`src/rtl/core/nat_port_translation_table_core_macros.svh`:
```
// Assertion macros for the port translation table core.
`ifndef NAT_PORT_TRANSLATION_TABLE_CORE_MACROS_SVH
`define NAT_PORT_TRANSLATION_TABLE_CORE_MACROS_SVH
`ifndef SYNTHESIS
`define NPT_ASSERT_IMP(label, clk, rst_n, a, c) \
    label: assert property (@(posedge clk) disable iff (!rst_n) (a) |-> (c)) \
        else $error("assertion failed");
`define NPT_ASSERT_NXT(label, clk, rst_n, a, c) \
    label: assert property (@(posedge clk) disable iff (!rst_n) (a) |=> (c)) \
        else $error("assertion failed");
`else
`define NPT_ASSERT_IMP(label, clk, rst_n, a, c)
`define NPT_ASSERT_NXT(label, clk, rst_n, a, c)
`endif
`endif

```
`src/rtl/core/npt_pkg.sv`:
```
package npt_pkg;
    localparam int unsigned Entries = 16;
    localparam int unsigned IdxW = $clog2(Entries);
    localparam int unsigned CntW = 5;
    localparam int unsigned QDepth = 2;

    localparam logic [1:0] CMD_OUT = 2'd0;
    localparam logic [1:0] CMD_IN = 2'd1;
    localparam logic [1:0] CMD_EXP = 2'd2;

    localparam logic [1:0] ST_OK = 2'd0;
    localparam logic [1:0] ST_MALFORMED = 2'd1;
    localparam logic [1:0] ST_NOMAP = 2'd2;
    localparam logic [1:0] ST_FULL = 2'd3;

    localparam logic [7:0] PROTO_TCP = 8'd6;
    localparam logic [7:0] PROTO_UDP = 8'd17;

    // configuration register indexes
    localparam logic [0:0] REG_PUBLIC_ADDR = 1'd0;
    localparam logic [0:0] REG_FIRST_PORT = 1'd1;

    typedef enum logic [1:0] {
        OP_OUT = 2'd0,
        OP_IN = 2'd1,
        OP_EXP = 2'd2,
        OP_REJECT = 2'd3
    } op_t;

    typedef struct packed {
        logic [1:0] cmd;
        logic [31:0] now_time;
        logic [31:0] idle_time;
        logic [7:0] proto;
        logic [31:0] src_addr;
        logic [15:0] src_port;
        logic [31:0] dst_addr;
        logic [15:0] dst_port;
    } req_t;

    typedef struct packed {
        logic [1:0] status;
        logic [7:0] out_proto;
        logic [31:0] out_src_addr;
        logic [15:0] out_src_port;
        logic [31:0] out_dst_addr;
        logic [15:0] out_dst_port;
        logic [CntW-1:0] expired_count;
    } rsp_t;

    // classified work item between front and back
    typedef struct packed {
        op_t op;
        logic [1:0] reject_status;
        req_t req;
    } work_t;
endpackage

```
`src/rtl/core/npt_stream_if.sv`:
```
interface npt_stream_if #(parameter type payload_t = logic) ();
    logic valid;
    logic ready;
    payload_t payload;
    modport source (output valid, output payload, input ready);
    modport sink (input valid, input payload, output ready);
endinterface

```
`src/rtl/core/npt_front.sv`:
```
module npt_front (
    npt_stream_if.sink req,
    input  logic [31:0] public_addr,
    output logic q_push,
    output npt_pkg::work_t q_data,
    input  logic q_full
);
    logic tuple_ok;

    assign req.ready = !q_full;
    assign q_push = req.valid && !q_full;

    assign tuple_ok = (req.payload.proto == npt_pkg::PROTO_TCP
                       || req.payload.proto == npt_pkg::PROTO_UDP)
                      && req.payload.src_port != 16'd0 && req.payload.dst_port != 16'd0;

    always_comb
    begin
        q_data.req = req.payload;
        q_data.op = npt_pkg::OP_REJECT;
        q_data.reject_status = npt_pkg::ST_MALFORMED;
        case (req.payload.cmd)
            npt_pkg::CMD_EXP: q_data.op = npt_pkg::OP_EXP;
            npt_pkg::CMD_OUT:
            begin
                if (tuple_ok)
                    q_data.op = npt_pkg::OP_OUT;
            end
            npt_pkg::CMD_IN:
            begin
                if (tuple_ok && req.payload.dst_addr == public_addr)
                    q_data.op = npt_pkg::OP_IN;
                else if (tuple_ok)
                    q_data.reject_status = npt_pkg::ST_NOMAP;
            end
            default: q_data.op = npt_pkg::OP_REJECT;
        endcase
    end
endmodule

```
`src/rtl/core/npt_queue.sv`:
```
`include "nat_port_translation_table_core_macros.svh"
module npt_queue (
    input  logic clk,
    input  logic rst_n,
    input  logic push,
    input  npt_pkg::work_t push_data,
    output logic full,
    input  logic pop,
    output logic not_empty,
    output npt_pkg::work_t head
);
    localparam int unsigned PtrW = $clog2(npt_pkg::QDepth);
    npt_pkg::work_t mem_reg [npt_pkg::QDepth];
    logic [PtrW-1:0] wr_reg, rd_reg;
    logic [PtrW:0] cnt_reg;

    assign full = cnt_reg == (PtrW+1)'(npt_pkg::QDepth);
    assign not_empty = cnt_reg != '0;
    assign head = mem_reg[rd_reg];

    always_ff @(posedge clk)
    begin
        if (push)
            mem_reg[wr_reg] <= push_data;
    end

    always_ff @(posedge clk or negedge rst_n)
    begin
        if (!rst_n)
        begin
            wr_reg <= '0;
            rd_reg <= '0;
            cnt_reg <= '0;
        end
        else
        begin
            if (push)
                wr_reg <= wr_reg + 1'b1;
            if (pop)
                rd_reg <= rd_reg + 1'b1;
            if (push && !pop)
                cnt_reg <= cnt_reg + 1'b1;
            else if (pop && !push)
                cnt_reg <= cnt_reg - 1'b1;
        end
    end

    `NPT_ASSERT_IMP(a_no_overflow, clk, rst_n, push, !full)
    `NPT_ASSERT_IMP(a_no_underflow, clk, rst_n, pop, not_empty)
    `NPT_ASSERT_IMP(a_cnt_range, clk, rst_n, 1'b1, cnt_reg <= (PtrW+1)'(npt_pkg::QDepth))
endmodule

```
`src/rtl/core/npt_back.sv`:
```
`include "nat_port_translation_table_core_macros.svh"
module npt_back (
    input  logic clk,
    input  logic rst_n,
    input  logic q_valid,
    input  npt_pkg::work_t q_head,
    output logic q_pop,
    input  logic [31:0] public_addr,
    input  logic [15:0] first_public_port,
    npt_stream_if.source rsp
);
    localparam int unsigned IdxW = npt_pkg::IdxW;
    localparam int unsigned Entries = npt_pkg::Entries;

    typedef enum logic [5:0] {
        S_IDLE = 6'b000001,
        S_SCAN = 6'b000010,
        S_PORT = 6'b000100,
        S_EXP = 6'b001000,
        S_WRITE = 6'b010000,
        S_OUT = 6'b100000
    } state_t;

    state_t state_reg, state_next;
    logic [Entries-1:0] valid_reg;
    logic [7:0] e_proto [Entries];
    logic [31:0] e_paddr [Entries];
    logic [15:0] e_pport [Entries];
    logic [31:0] e_raddr [Entries];
    logic [15:0] e_rport [Entries];
    logic [15:0] e_pub [Entries];
    logic [31:0] e_last [Entries];

    npt_pkg::work_t w_reg;
    logic [IdxW:0] idx_reg;
    logic hit_reg, slot_ok_reg;
    logic [IdxW-1:0] hit_idx_reg, slot_reg;
    logic [16:0] cand_reg;
    logic [15:0] port_reg;
    logic [4:0] cnt_reg;
    logic out_valid_reg;
    npt_pkg::rsp_t out_reg, out_next;
    logic out_load;

    logic [IdxW-1:0] ix;
    logic out_match, in_match, port_used, exp_hit;
    logic [31:0] age;

    assign ix = idx_reg[IdxW-1:0];
    // a new transaction starts only once the previous result has been taken
    assign q_pop = state_reg == S_IDLE && q_valid && !out_valid_reg;
    assign rsp.valid = out_valid_reg;
    assign rsp.payload = out_reg;

    // serial walk: one entry per cycle
    assign out_match = valid_reg[ix] && e_proto[ix] == w_reg.req.proto
        && e_pport[ix] == w_reg.req.src_port && e_rport[ix] == w_reg.req.dst_port
        && e_paddr[ix] == w_reg.req.src_addr && e_raddr[ix] == w_reg.req.dst_addr;
    assign in_match = valid_reg[ix] && e_proto[ix] == w_reg.req.proto
        && e_pub[ix] == w_reg.req.dst_port && e_rport[ix] == w_reg.req.src_port
        && e_raddr[ix] == w_reg.req.src_addr;
    assign port_used = valid_reg[ix] && e_pub[ix] == cand_reg[15:0];
    assign age = w_reg.req.now_time - e_last[ix];
    assign exp_hit = valid_reg[ix] && w_reg.req.now_time >= e_last[ix]
        && age >= w_reg.req.idle_time;

    always_comb
    begin
        state_next = state_reg;
        case (state_reg)
            S_IDLE:
            begin
                if (q_pop)
                begin
                    case (q_head.op)
                        npt_pkg::OP_OUT, npt_pkg::OP_IN: state_next = S_SCAN;
                        npt_pkg::OP_EXP: state_next = S_EXP;
                        default: state_next = S_OUT;
                    endcase
                end
            end
            S_SCAN:
            begin
                if (idx_reg == (IdxW+1)'(Entries - 1)
                    || (w_reg.op == npt_pkg::OP_OUT ? out_match : in_match))
                begin
                    if (w_reg.op == npt_pkg::OP_OUT && !out_match)
                        state_next = S_PORT;
                    else
                        state_next = S_WRITE;
                end
            end
            S_PORT:
            begin
                if (cand_reg[16] || !slot_ok_reg)
                    state_next = S_WRITE;
                else if (idx_reg == (IdxW+1)'(Entries - 1) && !port_used)
                    state_next = S_WRITE;
            end
            S_EXP:
            begin
                if (idx_reg == (IdxW+1)'(Entries - 1))
                    state_next = S_OUT;
            end
            S_WRITE: state_next = S_OUT;
            S_OUT: state_next = S_IDLE;
            default: state_next = S_IDLE;
        endcase
    end

    // result word for the transaction in hand
    always_comb
    begin
        out_next = '0;
        out_load = 1'b0;
        if (state_reg == S_WRITE)
        begin
            out_load = 1'b1;
            if (w_reg.op == npt_pkg::OP_OUT)
            begin
                if (!hit_reg && (!slot_ok_reg || cand_reg[16]))
                    out_next.status = npt_pkg::ST_FULL;
                else
                begin
                    out_next.status = npt_pkg::ST_OK;
                    out_next.out_proto = w_reg.req.proto;
                    out_next.out_src_addr = public_addr;
                    out_next.out_src_port = hit_reg ? e_pub[hit_idx_reg] : cand_reg[15:0];
                    out_next.out_dst_addr = w_reg.req.dst_addr;
                    out_next.out_dst_port = w_reg.req.dst_port;
                end
            end
            else if (!hit_reg)
                out_next.status = npt_pkg::ST_NOMAP;
            else
            begin
                out_next.status = npt_pkg::ST_OK;
                out_next.out_proto = w_reg.req.proto;
                out_next.out_src_addr = w_reg.req.src_addr;
                out_next.out_src_port = w_reg.req.src_port;
                out_next.out_dst_addr = e_paddr[hit_idx_reg];
                out_next.out_dst_port = e_pport[hit_idx_reg];
            end
        end
        else if (state_reg == S_EXP && state_next == S_OUT)
        begin
            out_load = 1'b1;
            out_next.status = npt_pkg::ST_OK;
            out_next.expired_count = (exp_hit && cnt_reg != 5'd31) ? cnt_reg + 5'd1
                                                                    : cnt_reg;
        end
        else if (q_pop && q_head.op == npt_pkg::OP_REJECT)
        begin
            out_load = 1'b1;
            out_next.status = q_head.reject_status;
        end
    end

    always_ff @(posedge clk or negedge rst_n)
    begin
        if (!rst_n)
        begin
            state_reg <= S_IDLE;
            valid_reg <= '0;
            out_valid_reg <= 1'b0;
            idx_reg <= '0;
            hit_reg <= 1'b0;
            slot_ok_reg <= 1'b0;
            cnt_reg <= '0;
            cand_reg <= '0;
            slot_reg <= '0;
            hit_idx_reg <= '0;
        end
        else
        begin
            state_reg <= state_next;
            if (out_valid_reg && rsp.ready)
                out_valid_reg <= 1'b0;
            case (state_reg)
                S_IDLE:
                begin
                    idx_reg <= '0;
                    hit_reg <= 1'b0;
                    slot_ok_reg <= 1'b0;
                    cnt_reg <= '0;
                    // zero first port behaves as one
                    cand_reg <= (first_public_port == 16'd0) ? 17'd1
                                                             : {1'b0, first_public_port};
                end
                S_SCAN:
                begin
                    if (!valid_reg[ix] && !slot_ok_reg)
                    begin
                        slot_ok_reg <= 1'b1;
                        slot_reg <= ix;
                    end
                    if (w_reg.op == npt_pkg::OP_OUT ? out_match : in_match)
                    begin
                        hit_reg <= 1'b1;
                        hit_idx_reg <= ix;
                    end
                    if (state_next == S_SCAN)
                        idx_reg <= idx_reg + 1'b1;
                    else
                        idx_reg <= '0;
                end
                S_PORT:
                begin
                    // restart the entry walk on every used candidate
                    if (port_used)
                    begin
                        cand_reg <= cand_reg + 1'b1;
                        idx_reg <= '0;
                    end
                    else if (idx_reg != (IdxW+1)'(Entries - 1))
                        idx_reg <= idx_reg + 1'b1;
                end
                S_EXP:
                begin
                    if (exp_hit)
                    begin
                        valid_reg[ix] <= 1'b0;
                        if (cnt_reg != 5'd31)
                            cnt_reg <= cnt_reg + 1'b1;
                    end
                    idx_reg <= idx_reg + 1'b1;
                end
                S_WRITE:
                begin
                    if (w_reg.op == npt_pkg::OP_OUT && !hit_reg && slot_ok_reg
                        && !cand_reg[16])
                        valid_reg[slot_reg] <= 1'b1;
                end
                S_OUT: out_valid_reg <= 1'b1;
                default: ;
            endcase
        end
    end

    always_ff @(posedge clk)
    begin
        if (q_pop)
            w_reg <= q_head;
        if (state_reg == S_WRITE)
        begin
            if (w_reg.op == npt_pkg::OP_OUT && !hit_reg && slot_ok_reg && !cand_reg[16])
            begin
                e_proto[slot_reg] <= w_reg.req.proto;
                e_paddr[slot_reg] <= w_reg.req.src_addr;
                e_pport[slot_reg] <= w_reg.req.src_port;
                e_raddr[slot_reg] <= w_reg.req.dst_addr;
                e_rport[slot_reg] <= w_reg.req.dst_port;
                e_pub[slot_reg] <= cand_reg[15:0];
                e_last[slot_reg] <= w_reg.req.now_time;
            end
            else if (hit_reg)
                e_last[hit_idx_reg] <= w_reg.req.now_time;
        end
        if (out_load)
            out_reg <= out_next;
    end

    `NPT_ASSERT_IMP(a_onehot, clk, rst_n, 1'b1, $onehot(state_reg))
    `NPT_ASSERT_IMP(a_pop_idle, clk, rst_n, q_pop, state_reg == S_IDLE)
    `NPT_ASSERT_NXT(a_out_hold, clk, rst_n, rsp.valid && !rsp.ready,
                    rsp.valid && $stable(rsp.payload))
endmodule

```
`src/rtl/core/nat_port_translation_table_core.sv`:
```
// Sequence: a reject needs no table walk; a lookup walks the entries up to a hit, all
// of them on a miss; an outbound miss then walks them again for a free public port,
// restarting on each candidate in use, unless no entry is free; expire walks them all.
// Throughput: one transaction at a time in the back end, set by the serial entry walk;
// the next one starts only once the previous result has been taken.
// Reset: rst_n asynchronous active low; table empty, public_addr 0, first port 1024.
module nat_port_translation_table_core (
    input  logic clk,
    input  logic rst_n,
    npt_stream_if.sink req,
    npt_stream_if.source rsp,
    input  logic cfg_we,
    input  logic [0:0] cfg_index,
    input  logic [31:0] cfg_wdata
);
    logic [31:0] public_addr_reg;
    logic [15:0] port_base_reg;
    logic q_push, q_full, q_pop, q_valid;
    npt_pkg::work_t q_in, q_head;

    // configuration registers
    always_ff @(posedge clk or negedge rst_n)
    begin
        if (!rst_n)
        begin
            public_addr_reg <= '0;
            port_base_reg <= 16'd1024;
        end
        else if (cfg_we)
        begin
            case (cfg_index)
                npt_pkg::REG_PUBLIC_ADDR: public_addr_reg <= cfg_wdata;
                npt_pkg::REG_FIRST_PORT: port_base_reg <= cfg_wdata[15:0];
                default: ;
            endcase
        end
    end

    // front: classify, and reject malformed transactions and inbound ones not for the public address
    npt_front u_front (
        .req(req), .public_addr(public_addr_reg),
        .q_push(q_push), .q_data(q_in), .q_full(q_full)
    );

    npt_queue u_queue (
        .clk(clk), .rst_n(rst_n), .push(q_push), .push_data(q_in), .full(q_full),
        .pop(q_pop), .not_empty(q_valid), .head(q_head)
    );

    // back: table walk, port allocation, expiry, result register
    npt_back u_back (
        .clk(clk), .rst_n(rst_n), .q_valid(q_valid), .q_head(q_head), .q_pop(q_pop),
        .public_addr(public_addr_reg), .first_public_port(port_base_reg), .rsp(rsp)
    );
endmodule

```
`src/flat_wrapper.sv`:
```
// flat-port wrapper written by rule: the top's interface ports become plain ports
module nat_port_translation_table_core_flat 
  (clk, rst_n, cfg_we, cfg_index, cfg_wdata, req_valid, req_payload, req_ready, rsp_valid, rsp_payload, rsp_ready);
  npt_stream_if #(.payload_t(npt_pkg::req_t)) req_i ();
  npt_stream_if #(.payload_t(npt_pkg::rsp_t)) rsp_i ();
  input  logic clk;
  input  logic rst_n;
  input  logic cfg_we;
  input  logic [0:0] cfg_index;
  input  logic [31:0] cfg_wdata;
  input wire logic [$bits(req_i.valid)-1:0] req_valid;
  input wire logic [$bits(req_i.payload)-1:0] req_payload;
  output wire logic [$bits(req_i.ready)-1:0] req_ready;
  output wire logic [$bits(rsp_i.valid)-1:0] rsp_valid;
  output wire logic [$bits(rsp_i.payload)-1:0] rsp_payload;
  input wire logic [$bits(rsp_i.ready)-1:0] rsp_ready;
  assign req_i.valid = req_valid;
  assign req_i.payload = req_payload;
  assign req_ready = req_i.ready;
  assign rsp_valid = rsp_i.valid;
  assign rsp_payload = rsp_i.payload;
  assign rsp_i.ready = rsp_ready;
  nat_port_translation_table_core u_core (.clk(clk), .rst_n(rst_n), .req(req_i), .rsp(rsp_i), .cfg_we(cfg_we), .cfg_index(cfg_index), .cfg_wdata(cfg_wdata));
endmodule
```
`config.mk`:
```
export PLATFORM = sky130hd
export DESIGN_NAME = nat_port_translation_table_core_flat
export DESIGN_NICKNAME = d
export VERILOG_FILES = /design/src/rtl/core/npt_pkg.sv /design/src/rtl/core/npt_stream_if.sv /design/src/rtl/core/npt_front.sv /design/src/rtl/core/npt_queue.sv /design/src/rtl/core/npt_back.sv /design/src/rtl/core/nat_port_translation_table_core.sv /design/src/flat_wrapper.sv
export VERILOG_INCLUDE_DIRS = /design/src /design/src/rtl/core
export SDC_FILE = /design/constraint.sdc
export NUM_CORES = 2
export LEC_CHECK = 0
export ABC_AREA = 1
export BUFFER_PORTS_ARGS = -buffer_cell sky130_fd_sc_hd__buf_2
export CORE_MARGIN = 10
export CORE_UTILIZATION = 40
export DETAILED_ROUTE_END_ITERATION = 8
export PLACE_DENSITY = 0.52
export RECOVER_POWER = 50
export SLEW_MARGIN = 30
export SYNTH_ARGS = -nofsm -noshare
export SYNTH_HDL_FRONTEND = slang
export SYNTH_HIERARCHICAL = 1
export SYNTH_SLANG_ARGS = --single-unit
```
`constraint.sdc`:
```
create_clock -name clk -period 19.6 [get_ports clk]
set_input_delay 3.92 -clock clk [delete_from_list [all_inputs] [get_ports clk]]
set_output_delay 3.92 -clock clk [all_outputs]
set_load 0.05 [all_outputs]
```
==> impl_metrics.py <==
metrics = {
    "routing": {
        "met2_wirelength_mm": 226,
        "residual_drc_count": 0,
        "dr.first_iter.drc_count": 12300,
        "topRoutingLayerUsed": "met5",
        "antenna_left": 0,
        "wl_met1_mm": 211,
        "detailroute.wirelength.met3_mm": 40.5,
        "finalWirelength_mm": 497,
        "wl_per_cell_um": 26.4,
        "avgViaCountPerCell": 5.47,
        "first_drt_pass_iteration_count": 6,
        "vias": 103000,
    },
    "global_route": {
        "first_global_vias": 95800,
        "grt_overflow": 0,
        "pin_count_of_the_biggest_net_entering_global_routing": 219,
        "global_route.usage.total_pct": 24.9,
        "grt_antenna_before_repair": 61,
        "grt_pass1_wl_mm": 702,
    },
    "floorplanning": {
        "die_area_mm2": 0.384,
        "ios": 321,
        "floorplan.die.width_um": 620,
        "placement_row_count": 220,
        "core_region_mm2": 0.359,
        "start_util_pct": 40.1,
        "die_height_um": 620,
    },
    "sta": {
        "worst_pin_slew_ps": 9630,
        "finalHoldViolCount": 0,
        "fin_crit_ps": 10710,
        "timing_max_transition_violations_final": 1402,
        "final_min_period_over_clock_period_pct": 54.6,
        "setup_total_negative_slack_ps": 0,
        "achievable_clock_frequency_ghz": 0.0934,
        "report.final.setup_viol": 0,
        "unrepaired_setup_endpoints_after_global_routing": "no",
        "fin_skew_ps": 74.4,
        "timing.slew.headroom_pct": -542,
    },
    "yosys": {
        "synthesis.instances": 13700,
        "mappedNetlistArea_mm2": 0.144,
        "synthesis.nets": 14000,
        "post_synth.cell_area_avg_um2": 10.5,
        "synthesis.yosys.warnings": 6,
    },
    "setup_path": {
        "critPathLaunchType": "register",
        "path_max_fanout": 86,
        "worstPathRequired_ps": 20160,
        "crit_type": "register to register",
        "timing.critical_path.to_type": "register",
        "critical_path_arrival_ps": 11270,
        "worst_r2r_path_depth": 8,
    },
    "pwr": {
        "power_dens_cells_mw_per_mm2": 123,
        "leakagePower_nw": 58.7,
        "vdd_ir_drop_max_uv": 139,
    },
    "place": {
        "placedInstanceArea_mm2": 0.149,
        "io_buffer_count": 320,
        "gpl.final_weighted_congestion": 0.896,
        "dp_hpwl_mm": 286,
    },
    "run": {
        "maxCapViolations": 43,
    },
    "clock_network": {
        "clock_tree_from_tritoncts": "built",
        "clk_root_buffer_cell": "sky130_fd_sc_hd__clkbuf_16",
        "cts.sinks": 3169,
        "clock_latency_ps": 980,
        "clock_path_buffers": 4,
        "cts.reportedPaths.clkPinSlew_ps": 60,
        "ctsHoldBuffers": 0,
        "ctsResizeCount": 0,
        "tritoncts_buffers": 351,
        "cts_setup_buffers": 0,
        "cts_max_level": 5,
    },
    "outcome": {
        "outcome": "finished with violations",
        "violations_in_the_final_reports": "capacitance limit, slew limit",
    },
    "final_layout": {
        "finish.instance_area_mm2": 0.159,
        "finish.net_count": 14000,
        "post_route_cells_drive_above_1_share_pct": 8.37,
        "nFillCells": 33500,
        "area.growth.synth_to_final_pct": 10.9,
        "reg.largest.list": "u_core/u_back/e_last (512), u_core/u_back/e_paddr (512), u_core/u_back/e_raddr (512)",
        "total_area_of_multi_input_combinational_cells_mm2": 0.0405,
        "sequential_cell_area_mm2": 0.0946,
    },
    "min_path": {
        "hold_path_class": "register to register",
        "hold_depth": 2,
    },
}
==> through the flow <==
step	cells	setup slack (ps)	hold slack, ps	total power [mW]	util [%]
finish	18800	8890	478	19.6	44.5
detailed placement	18100	11300	466	13.3	41.5
global placement	18100	11040	463	13.3	41.5
floorplan	13700	5140	442	11.6	-
CTS	18800	11290	482	19.7	44.6
global route	18800	8730	498	20.2	44.5
==> layout make-up <==
cell class	instances	share of cell area (%)
flip-flops and latches	3169	59.3
multi-input cells	8617	25.4
clock buffers	453	5.91
well taps	4773	3.74
inverters	984	2.35
repair buffers	586	2.29
clock inverters	176	0.961
diodes	18	0.0282
==> report_power, final <==
part           internal [mW]  switching, mW  leakage [nW]  total (mW)
Sequential              8.89          0.654          29.2        9.55
Combinational          0.800           2.79          24.1        3.59
Clock                   3.65           2.77          5.34        6.41
==> critical path, stage by stage (launching register included) <==
cell,delay [ps]
sky130_fd_sc_hd__dfrtp_1,400
sky130_fd_sc_hd__nor2_1,200
sky130_fd_sc_hd__inv_1,80
sky130_fd_sc_hd__nor4_1,350
sky130_fd_sc_hd__nand4_1,150
sky130_fd_sc_hd__clkbuf_1,470
sky130_fd_sc_hd__nor3_1,280
sky130_fd_sc_hd__clkbuf_1,6670
sky130_fd_sc_hd__buf_4,1460
==> layer usage <==
layer  up-vias  global-route usage (%)
li1      47000                       -
met1     50600                    34.9
met2      4205                    39.4
met3       859                    4.30
met4        32                    8.52
met5         -                       0
==> worst paths after layout <==
path,slack [ps],from,to
setup / recovery,8890,u_core/u_back/state_reg[3]$_DFF_PN0_,u_core/u_back/e_proto[9][3]$_DFFE_PP_
hold / removal,480,u_core/port_base_reg[10]$_DFFE_PN1P_,u_core/port_base_reg[10]$_DFFE_PN1P_
setup reg to reg,8890,u_core/u_back/state_reg[3]$_DFF_PN0_,u_core/u_back/e_proto[9][3]$_DFFE_PP_
hold reg to reg,480,u_core/port_base_reg[10]$_DFFE_PN1P_,u_core/port_base_reg[10]$_DFFE_PN1P_
max in group asynchronous,14830,rst_n,u_core/u_back/idx_reg[1]$_DFFE_PN0P_
min in group asynchronous,2780,rst_n,u_core/u_queue/cnt_reg[0]$_DFFE_PN0P_
==> cell usage in the layout, fill, tap and decap left out, drive strengths merged, types with 6 or more instances in the layout <==
master / instances
nand2: 3312
edfxtp: 3057
nor2: 1716
o21ai: 1507
inv: 991
a21oi: 570
clkbuf: 548
nand3: 508
buf: 491
o211ai: 309
mux2: 172
clkinv: 138
o22ai: 137
dfrtp: 110
ha: 74
nand4: 52
xor2: 42
nor3: 40
xnor2: 37
a221oi: 32
a22o: 31
bufinv: 19
diode: 18
a211oi: 18
o21bai: 13
clkinvlp: 12
nor4: 10
a31oi: 6
Note: power is estimated with default switching activity, not from simulation.
